## src/rtl/core/i2cbm_pkg.sv

```systemverilog
// Shared types and constants for the I2C bit-level master core.
// Holds the phase encoding, operation codes, engine state and result records.
// No dependencies.
package i2cbm_pkg;

  localparam int unsigned OpWidth       = 3;
  localparam int unsigned ByteWidth     = 8;
  localparam int unsigned BitCntWidth   = 4;
  localparam int unsigned TickWidth     = 8;
  localparam logic [7:0]  AckTimeoutRst = 8'd250;
  localparam logic [3:0]  BitsPerByte   = 4'd8;

  // Operation codes; codes 6 and 7 behave as a plain tick.
  typedef enum logic [OpWidth-1:0] {
    OpTick    = 3'd0,
    OpStart   = 3'd1,
    OpStop    = 3'd2,
    OpWrite   = 3'd3,
    OpRead    = 3'd4,
    OpWaitAck = 3'd5
  } op_e;

  // Sequencer phases, one-hot.
  typedef enum logic [13:0] {
    PhIdle = 14'h0001,  // waiting for a command
    PhS1   = 14'h0002,  // start: both lines high
    PhS2   = 14'h0004,  // start: SDA low, SCL high
    PhP1   = 14'h0008,  // stop: both lines low
    PhP2   = 14'h0010,  // stop: both lines high
    PhWl   = 14'h0020,  // write: data set, SCL low
    PhWh   = 14'h0040,  // write: SCL high
    PhWt   = 14'h0080,  // write: SCL low, next bit
    PhRl   = 14'h0100,  // read: SCL low
    PhRh   = 14'h0200,  // read: SCL high after sampling
    PhAl   = 14'h0400,  // read: ACK bit driven, SCL low
    PhAh   = 14'h0800,  // read: ACK bit, SCL high
    PhK1   = 14'h1000,  // wait-ack: SDA released
    PhKp   = 14'h2000   // wait-ack: polling SDA
  } phase_e;

  typedef struct packed {
    phase_e                 phase;
    logic [TickWidth-1:0]   tick_count;
    logic [BitCntWidth-1:0] bit_count;
    logic [ByteWidth-1:0]   shift_reg;
    logic                   ack_choice;
    logic                   scl;
    logic                   sda;
    logic                   sda_dir;
    logic [ByteWidth-1:0]   rx_byte;
    logic                   fail;
  } state_t;

  typedef struct packed {
    logic                 scl_level;
    logic                 sda_level;
    logic                 sda_drive;
    logic                 busy;
    logic                 done;
    logic [ByteWidth-1:0] read_data;
    logic                 ack_failed;
  } result_t;

endpackage

```

## src/rtl/core/i2cbm_step.sv

```systemverilog
// Next-state and result logic of the I2C bit-level master for one tick.
// Purely combinational; depends on i2cbm_pkg.
module i2cbm_step import i2cbm_pkg::*; (
  input  state_t               cur_i,
  input  logic [OpWidth-1:0]   operation_i,
  input  logic [ByteWidth-1:0] data_byte_i,
  input  logic                 send_ack_i,
  input  logic                 sda_in_i,
  input  logic [TickWidth-1:0] ack_timeout_i,
  output state_t               nxt_o,
  output result_t              res_o
);

  state_t                 nxt;
  logic                   done;
  logic [BitCntWidth-1:0] bit_inc;

  assign bit_inc = cur_i.bit_count + 4'd1;

  always_comb begin
    nxt  = cur_i;
    done = 1'b0;
    if (cur_i.phase == PhIdle) begin
      case (operation_i)
        OpStart: begin
          nxt.sda_dir    = 1'b1;
          nxt.sda        = 1'b1;
          nxt.scl        = 1'b1;
          nxt.tick_count = 8'd4;
          nxt.phase      = PhS1;
        end
        OpStop: begin
          nxt.sda_dir    = 1'b1;
          nxt.scl        = 1'b0;
          nxt.sda        = 1'b0;
          nxt.tick_count = 8'd4;
          nxt.phase      = PhP1;
        end
        OpWrite: begin
          nxt.sda_dir    = 1'b1;
          nxt.scl        = 1'b0;
          nxt.shift_reg  = data_byte_i;
          nxt.bit_count  = '0;
          nxt.sda        = data_byte_i[ByteWidth-1];
          nxt.tick_count = 8'd2;
          nxt.phase      = PhWl;
        end
        OpRead: begin
          nxt.sda_dir    = 1'b0;
          nxt.scl        = 1'b0;
          nxt.ack_choice = send_ack_i;
          nxt.bit_count  = '0;
          nxt.shift_reg  = '0;
          nxt.tick_count = 8'd2;
          nxt.phase      = PhRl;
        end
        OpWaitAck: begin
          nxt.sda_dir    = 1'b0;
          nxt.sda        = 1'b1;
          nxt.fail       = 1'b0;
          nxt.tick_count = 8'd1;
          nxt.phase      = PhK1;
        end
        default: ;
      endcase
    end else if (cur_i.phase == PhKp) begin
      if (!sda_in_i) begin
        nxt.scl   = 1'b0;
        nxt.phase = PhIdle;
        done      = 1'b1;
      end else if (cur_i.tick_count >= ack_timeout_i) begin
        // Timed out: flag it and fall into a stop sequence.
        nxt.fail       = 1'b1;
        nxt.sda_dir    = 1'b1;
        nxt.scl        = 1'b0;
        nxt.sda        = 1'b0;
        nxt.tick_count = 8'd4;
        nxt.phase      = PhP1;
      end else begin
        nxt.tick_count = cur_i.tick_count + 8'd1;
      end
    end else if (cur_i.tick_count > 8'd1) begin
      nxt.tick_count = cur_i.tick_count - 8'd1;
    end else begin
      case (cur_i.phase)
        PhS1: begin
          nxt.sda        = 1'b0;
          nxt.tick_count = 8'd4;
          nxt.phase      = PhS2;
        end
        PhS2: begin
          nxt.scl   = 1'b0;
          nxt.phase = PhIdle;
          done      = 1'b1;
        end
        PhP1: begin
          nxt.scl        = 1'b1;
          nxt.sda        = 1'b1;
          nxt.tick_count = 8'd4;
          nxt.phase      = PhP2;
        end
        PhP2: begin
          nxt.phase = PhIdle;
          done      = 1'b1;
        end
        PhWl: begin
          nxt.scl        = 1'b1;
          nxt.tick_count = 8'd2;
          nxt.phase      = PhWh;
        end
        PhWh: begin
          nxt.scl        = 1'b0;
          nxt.tick_count = 8'd2;
          nxt.phase      = PhWt;
        end
        PhWt: begin
          nxt.shift_reg = {cur_i.shift_reg[ByteWidth-2:0], 1'b0};
          nxt.bit_count = bit_inc;
          if (bit_inc >= BitsPerByte) begin
            nxt.phase = PhIdle;
            done      = 1'b1;
          end else begin
            nxt.sda        = cur_i.shift_reg[ByteWidth-2];
            nxt.tick_count = 8'd2;
            nxt.phase      = PhWl;
          end
        end
        PhRl: begin
          nxt.scl        = 1'b1;
          nxt.shift_reg  = {cur_i.shift_reg[ByteWidth-2:0], sda_in_i};
          nxt.tick_count = 8'd1;
          nxt.phase      = PhRh;
        end
        PhRh: begin
          nxt.bit_count  = bit_inc;
          nxt.scl        = 1'b0;
          nxt.tick_count = 8'd2;
          if (bit_inc >= BitsPerByte) begin
            nxt.rx_byte = cur_i.shift_reg;
            nxt.sda_dir = 1'b1;
            nxt.sda     = ~cur_i.ack_choice;
            nxt.phase   = PhAl;
          end else begin
            nxt.phase = PhRl;
          end
        end
        PhAl: begin
          nxt.scl        = 1'b1;
          nxt.tick_count = 8'd2;
          nxt.phase      = PhAh;
        end
        PhAh: begin
          nxt.scl   = 1'b0;
          nxt.phase = PhIdle;
          done      = 1'b1;
        end
        PhK1: begin
          nxt.scl        = 1'b1;
          nxt.tick_count = '0;
          nxt.phase      = PhKp;
        end
        default: nxt.phase = PhIdle;
      endcase
    end
  end

  assign nxt_o = nxt;

  assign res_o.scl_level  = nxt.scl;
  assign res_o.sda_level  = nxt.sda_dir & nxt.sda;
  assign res_o.sda_drive  = nxt.sda_dir;
  assign res_o.busy       = (nxt.phase != PhIdle);
  assign res_o.done       = done;
  assign res_o.read_data  = nxt.rx_byte;
  assign res_o.ack_failed = nxt.fail;

endmodule

```

## src/rtl/core/i2cbm_out_reg.sv

```systemverilog
// Result register of the I2C bit-level master with valid/ready handshake.
// Depends on i2cbm_pkg for the result record.
module i2cbm_out_reg import i2cbm_pkg::*; (
  input  logic    clk_i,
  input  logic    rst_ni,
  input  logic    load_i,
  input  result_t res_i,
  output logic    can_load_o,
  output logic    valid_o,
  input  logic    ready_i,
  output result_t res_o
);

  logic    valid_q, valid_d;
  result_t res_q;

  // A new result may enter whenever the slot is empty or being emptied.
  assign can_load_o = ~valid_q | ready_i;
  assign valid_d    = load_i | (valid_q & ~ready_i);

  always_ff @(posedge clk_i or negedge rst_ni) begin
    if (!rst_ni) begin
      valid_q <= 1'b0;
    end else begin
      valid_q <= valid_d;
    end
  end

  always_ff @(posedge clk_i) begin
    if (load_i) begin
      res_q <= res_i;
    end
  end

  assign valid_o = valid_q;
  assign res_o   = res_q;

endmodule

```

## src/rtl/core/i2c_bit_level_master_core.sv

```systemverilog
// Top level of the I2C bit-level master core.
// Instantiates i2cbm_step and i2cbm_out_reg; uses types from i2cbm_pkg.
//
// Each input request is one bus tick (nominally one microsecond). While the
// sequencer is idle, the operation field selects start, stop, write byte,
// read byte (ACK or NACK after it) or wait-for-ACK; while it is busy the
// operation is ignored and the request only advances the running sequence,
// with sda_in carrying the sampled SDA level for that tick.
// Every input request produces exactly one result request holding the SCL
// and SDA levels, the SDA drive enable, busy and done flags, the last
// received byte and the wait-ack failure flag.
// The engine state and the result register update on the edge that accepts
// the input. Throughput is one request per cycle while the receiver keeps
// up; the single sequencer state register, updated once per tick, sets it.
// When the result receiver stalls, the result stays held and the input
// channel accepts again as soon as the held result is taken in that cycle.
// The configuration channel writes ack_timeout (reset 250), the number of
// extra high polls allowed before a wait-ack fails; it is always ready.
// Reset leaves the sequencer idle with SCL and SDA driven high and no
// result pending.
module i2c_bit_level_master_core import i2cbm_pkg::*; (
  input  logic                 clk_i,
  input  logic                 rst_ni,
  input  logic                 in_valid_i,
  output logic                 in_ready_o,
  input  logic [OpWidth-1:0]   operation_i,
  input  logic [ByteWidth-1:0] data_byte_i,
  input  logic                 send_ack_i,
  input  logic                 sda_in_i,
  output logic                 out_valid_o,
  input  logic                 out_ready_i,
  output logic                 scl_level_o,
  output logic                 sda_level_o,
  output logic                 sda_drive_o,
  output logic                 busy_res_o,
  output logic                 done_res_o,
  output logic [ByteWidth-1:0] read_data_o,
  output logic                 ack_failed_o,
  input  logic                 cfg_valid_i,
  output logic                 cfg_ready_o,
  input  logic [TickWidth-1:0] cfg_data_i
);

  state_t               state_q, state_d;
  result_t              res_d, res_q;
  logic [TickWidth-1:0] ack_timeout_q;
  logic                 can_load;
  logic                 in_fire;

  // The configuration register can be written in any cycle.
  assign cfg_ready_o = 1'b1;

  always_ff @(posedge clk_i or negedge rst_ni) begin
    if (!rst_ni) begin
      ack_timeout_q <= AckTimeoutRst;
    end else if (cfg_valid_i) begin
      ack_timeout_q <= cfg_data_i;
    end
  end

  assign in_ready_o = can_load;
  assign in_fire    = in_valid_i & can_load;

  i2cbm_step u_step (
    .cur_i         (state_q),
    .operation_i   (operation_i),
    .data_byte_i   (data_byte_i),
    .send_ack_i    (send_ack_i),
    .sda_in_i      (sda_in_i),
    .ack_timeout_i (ack_timeout_q),
    .nxt_o         (state_d),
    .res_o         (res_d)
  );

  // Sequencer state advances only on an accepted tick request.
  always_ff @(posedge clk_i or negedge rst_ni) begin
    if (!rst_ni) begin
      state_q.phase      <= PhIdle;
      state_q.tick_count <= '0;
      state_q.bit_count  <= '0;
      state_q.shift_reg  <= '0;
      state_q.ack_choice <= 1'b0;
      state_q.scl        <= 1'b1;
      state_q.sda        <= 1'b1;
      state_q.sda_dir    <= 1'b1;
      state_q.rx_byte    <= '0;
      state_q.fail       <= 1'b0;
    end else if (in_fire) begin
      state_q <= state_d;
    end
  end

  i2cbm_out_reg u_out_reg (
    .clk_i      (clk_i),
    .rst_ni     (rst_ni),
    .load_i     (in_fire),
    .res_i      (res_d),
    .can_load_o (can_load),
    .valid_o    (out_valid_o),
    .ready_i    (out_ready_i),
    .res_o      (res_q)
  );

  assign scl_level_o  = res_q.scl_level;
  assign sda_level_o  = res_q.sda_level;
  assign sda_drive_o  = res_q.sda_drive;
  assign busy_res_o   = res_q.busy;
  assign done_res_o   = res_q.done;
  assign read_data_o  = res_q.read_data;
  assign ack_failed_o = res_q.ack_failed;

endmodule

```

## config.mk

```make
export PLATFORM = sky130hd
export DESIGN_NAME = i2c_bit_level_master_core
export DESIGN_NICKNAME = d
export VERILOG_FILES = /design/src/rtl/core/i2cbm_pkg.sv /design/src/rtl/core/i2cbm_step.sv /design/src/rtl/core/i2cbm_out_reg.sv /design/src/rtl/core/i2c_bit_level_master_core.sv
export SDC_FILE = /design/constraint.sdc
export NUM_CORES = 1
export LEC_CHECK = 0
export ABC_AREA = 1
export BUFFER_PORTS_ARGS = -buffer_cell sky130_fd_sc_hd__buf_2
export CAP_MARGIN = 30
export CORE_AREA = 2 2 85 108
export CTS_CLUSTER_DIAMETER = 50
export CTS_CLUSTER_SIZE = 20
export DETAILED_ROUTE_END_ITERATION = 8
export DIE_AREA = 0 0 87 110
export GPL_ROUTABILITY_DRIVEN = 1
export PLACE_DENSITY = 0.81
export SYNTH_ARGS = -nofsm -noshare
export SYNTH_HDL_FRONTEND = slang
export SYNTH_SLANG_ARGS = --single-unit
```

## constraint.sdc

```tcl
create_clock -name clk_i -period 3.55 [get_ports clk_i]
set_input_delay 0.355 -clock clk_i [delete_from_list [all_inputs] [get_ports clk_i]]
set_output_delay 0.355 -clock clk_i [all_outputs]
set_load 0.02 [all_outputs]
```

* Word level (Yosys, flattened, before mapping)
Cells that the tools add are included.
** Storage, ports and cells
- Input bits :: 26
- Register bits :: 70
- Output and inout port bits :: 17
** Cells by class
- Reductions and logical operators :: 17
- Multiplexer cells :: 45
- Equality and inequality tests :: 26
- Add/sub/neg operators :: 3
- $lt $le $gt $ge :: 3
- Bitwise logic cells :: 8
** Operators by type and width (count)
- $pmux 14 s9 :: 1
- $pmux 22 s5 :: 1
- $mux 8 :: 6
- $mux 14 :: 3
- $pmux 8 s5 :: 1
- $mux 34 :: 1
- $mux 12 :: 2
- $pmux 12 s2 :: 1
- $mux 11 :: 2
- $mux 22 :: 1
- $pmux 8 s2 :: 1
- $reduce_and 5->1 :: 3
- $eq 14x1->1 const B :: 1
- $eq 14x10->1 const B :: 1
- $eq 14x11->1 const B :: 1
- $eq 14x12->1 const B :: 1
- $eq 14x13->1 const B :: 1
- $eq 14x14->1 const B :: 1
- $eq 14x2->1 const B :: 1
- $eq 14x3->1 const B :: 1
- $eq 14x4->1 const B :: 1
- $eq 14x5->1 const B :: 1
- $eq 14x6->1 const B :: 1
- $eq 14x7->1 const B :: 1
- other kinds (38) :: 67

* Depth between registers and ports, before layout
- Depth after elaboration :: 8
- Gate-level depth with buffers :: 14

* By module
A second synthesis with hierarchy kept.
** Second synthesis, totals
- Cells, all modules :: 718
- Area, all modules :: 4972.3 µm²
** By module, submodules not included
- i2cbm_step :: times used 1, seq. area each 0.0 µm², area each 2307.2 µm², cells an instance 459
- i2c_bit_level_master_core :: times used 1, seq. area each 1388.8 µm², area each 2199.6 µm², cells an instance 240
- i2cbm_out_reg :: times used 1, seq. area each 445.4 µm², area each 465.4 µm², cells an instance 19

* Least setup slack after synthesis
OpenSTA, ideal clock, no wires.
- Path kind :: reg2reg
- Start :: reg state_q[25] (netlist name)
- End :: reg u_out_reg.res_o[5] (netlist name)
- Data arrival time :: 1.672 ns
- Period minus slack after synthesis :: 1.928 ns
- Cell stages (with the launch flop) :: 11
- Setup slack :: 1.622 ns
- Path buffers :: 1
- Cells stage by stage :: dfrtp_1 -> inv_1 -> ha_1 -> nor2_1 -> nor3_1 -> nand2_1 -> nor2_4 -> nand3_4 -> buf_4 -> nand2_1 -> o21ai_2
** RTL lines
- start, declared :: RTL line i2c_bit_level_master_core.sv:44 : state_t state_q, state_d;
- start signal, assigned :: RTL line i2c_bit_level_master_core.sv:89 : state_q <= state_d;

* Worst setup path in the final report
- Start :: reg state_q[25] (netlist name)
- End :: reg state_q[19] (netlist name)
** Between the ends
- Cells in the longest elaborated chain, start to end :: 3
** RTL lines
- $gt 8x1->1 :: RTL line i2cbm_step.sv:82 : end else if (cur_i.tick_count > 8'd1) begin
- $ne 2x1->1 (no line)
- $reduce_and 5->1 (no line)
No other way between the ends.
A chain may end at the register's enable or synchronous reset.

==> impl_metrics.csv <==
group,metric,value,unit
sta,slew_violations,0,
global_route,antenna_found_initial,0,
global_route,grt_pass1_vias,4053,
die,die_h,110,um
sta,rsz0062_at_grt,"no",
detailed_routing,drt_first_iter_violations,368,
sta,skew,13.9,ps
worst_setup_path,critPathArrivalTime,3010,ps
synthesis,yosysWarnings,0,
worst_hold_path,hold_class,"input port to flop",
detailed_routing,ant_nets,0,
power,p_leak,2.49,nW
sta,timing.hold.ws,183,ps
clock_tree,numCtsBuffers,9,
worst_hold_path,hp-start,"in_valid_i",
power,power.density,650,nW/um2
finish,finalNonFillerCells,765,
synthesis,synth_edf_count,14,
worst_setup_path,cp-endpoint,"state_q[19]",
finish,fillers,791,
die,die_area,9570,um2
synthesis,postSynthAreaPerCell,7.43,um2
synthesis,synth_cell_type_count,47,
global_route,grt_pass1_wl,19.3,mm
worst_setup_path,timing.rr.start,"state_q[25]",
sta,hold_violations,0,
die,ioPinCount,43,
clock_tree,clkSlewWorstSetupHoldPaths,90,ps
detailed_routing,route.vias.total,4266,
finish,layout_commonest_cell,"nand2_1",
synthesis,netlist_area,4600,um2
clock_tree,clock-root-buffer,"clkbuf_8",
placement,dpl.cell_count,748,
finish,areaGrowthSynthToFinish,10.9,%
placement,place.gp.congestion,0.935,
clock_tree,cts_max_level,3,
finish,antenna_cells,0,
detailed_routing,drt-total-wl,11.8,mm
clock_tree,cts.sinks,70,
placement,io_buffers,41,
worst_setup_path,critPathLaunch,"state_q[25]",
finish,layout_common_cells,"nand2_1, inv_1, nand3_1",
detailed_routing,wl_per_cell,15.4,um
worst_setup_path,reg2reg_to,"state_q[19]",
worst_setup_path,criticalPathCategory,"flop to flop",
worst_setup_path,endpoint_kind,"flop",
sta,finalSetupViolations,0,
detailed_routing,drt_first_pass_iters,5,
die,core_area,8510,um2
power,total_power,3.32,mW
global_route,gr-usage-all-layers,26.3,%
worst_setup_path,start_kind,"flop",
worst_setup_path,rr_worst_depth,10,
status,status,"finished clean",
detailed_routing,drcViolationCount,0,
detailed_routing,viasPerCell,5.58,
global_route,grt_max_degree,55,
synthesis,yosysSeqAreaShare,39.9,%
clock_tree,clk_latency,370,ps
die,num_rows,38,
synthesis,synthArstFlopShare,80.0,%
sta,fin_tns_setup,0,ps
sta,tightest_slew,626,ps
clock_tree,cts_tree,"yes",
sta,slew_headroom,58.1,%
synthesis,syn_nets,657,
synthesis,synth_ff_type,"dfrtp_1",
placement,placed_area,4890,um2
synthesis,synth_cells,619,
run,cap_violations,0,
sta,fmax,368,MHz
placement,dpl.hpwl,8.93,mm
worst_setup_path,ff2ff_setup_slack,830,ps
clock_tree,cts.path.max_buffers,2,
die,die-width,87,um
power,ir_drop,0.292,mV
global_route,overflow,0,
worst_setup_path,required,3840,ps
sta,finalCritPeriodShare,76.6,%
finish,stdcell_area,5100,um2
sta,fin_crit,2720,ps
finish,final_nets,698,
worst_setup_path,worstPathMaxFanout,16,
finish,layout-drive-gt1-share,16.7,%
synthesis,ys_ff_latch,70,
die,start_util,54.0,%
==> what timing repair did <==
item                                   in CTS  in global routing
endpoints found under the hold margin      15                  0
setup buffers                               0                  0
gates resized for setup                     0                  0
hold buffers                                1                  0
==> final cells by class <==
class                   instances  area (um2)  area share [%]
clock buffers                   9         124            2.43
clock inverters                 7        77.6            1.52
multi-input cells             451        2360            46.3
well taps                     100         125            2.45
flip-flops and latches         70        1830            36.0
inverters                      81         310            6.09
repair buffers                 47         265            5.20
==> where the power goes <==
part           internal, mW  switching [mW]  total (mW)
clock                 0.333           0.348       0.681
combinational         0.475           0.911        1.39
sequential             1.02           0.226        1.25
==> synth_stat cells (6+ instances only) <==
cell,number,area share [%]
nor2_1,58,4.7
nand4_1,13,1.8
a31oi_1,8,1.1
a21oi_1,11,1.2
nor3_1,11,1.2
nor2_4,9,2.2
dfrtp_1,46,25
dfstp_2,10,5.7
edfxtp_1,14,9.1
o21ai_1,7,0.76
nand2_2,6,0.82
o21ai_0,45,4.9
clkbuf_1,6,0.49
nand3_1,60,6.5
xor2_1,9,1.7
inv_1,77,6.3
nand2_1,164,13
ha_1,12,3.3
buf_2,7,0.76
==> stage by stage <==
| step | setup WS (ps) | util [%] |
|---|---|---|
| finish | 832 | 59.9 |
| global route | 605 | 59.9 |
| CTS | 864 | 59.9 |
| detailed placement | 899 | 57.4 |
| global placement | 967 | 57.2 |
| floorplan | 1620 | - |
==> layer usage <==
| metal | wire length, um | vias up | global-route usage, % |
|---|---|---|---|
| li1 | - | 2109 | - |
| met5 | 0 | - | 0 |
| met2 | 5870 | 153 | 45.5 |
| met4 | 458 | 0 | 12.7 |
| met3 | 625 | 33 | 5.14 |
| met1 | 4830 | 1971 | 31.1 |
==> flip-flops by register name, summed over array words and instances (netlist names) <==
signal             cells
u_out_reg.valid_o      1
state_q               47
u_out_reg.res_o       14
ack_timeout_q          8
==> worst max-delay path: stages, from the launching register on <==
cell     delay [ps]
dfrtp_1         430
inv_1           160
ha_1            230
nor2_1           60
nor3_1          120
nand2_1         350
inv_2           390
o21ai_2         140
nor3_4          500
nor2_1          100
a31oi_2         150
==> how the worst min path moves through the flow <==
stage                        endpoint  slack (ps)  cells after the start
CTS                 u_out_reg.valid_o         180                      3
global route         ack_timeout_q[2]         200                      3
global placement          state_q[11]         460                      2
detailed placement        state_q[23]         340                      1
finish              u_out_reg.valid_o         180                      3
floorplan            ack_timeout_q[0]          60                      0
==> cell families (layout without fill, tap and decap cells) <==
kind of cell             count (synthesis)  after routing  synth area share, %
XOR/XNOR                                10             10                 1.90
AND/OR/NAND/NOR                        341            341                 35.2
other                                    1              1               0.0816
multiplexers                             1              1                0.245
AO/OA/AOI/OAI                           86             86                 10.7
buffers and inverters                   98            144                 8.73
adder cells (fa/ha/maj)                 12             12                 3.27
flip-flops                              70             70                 39.9
Note: power is estimated with default switching activity, not from simulation.
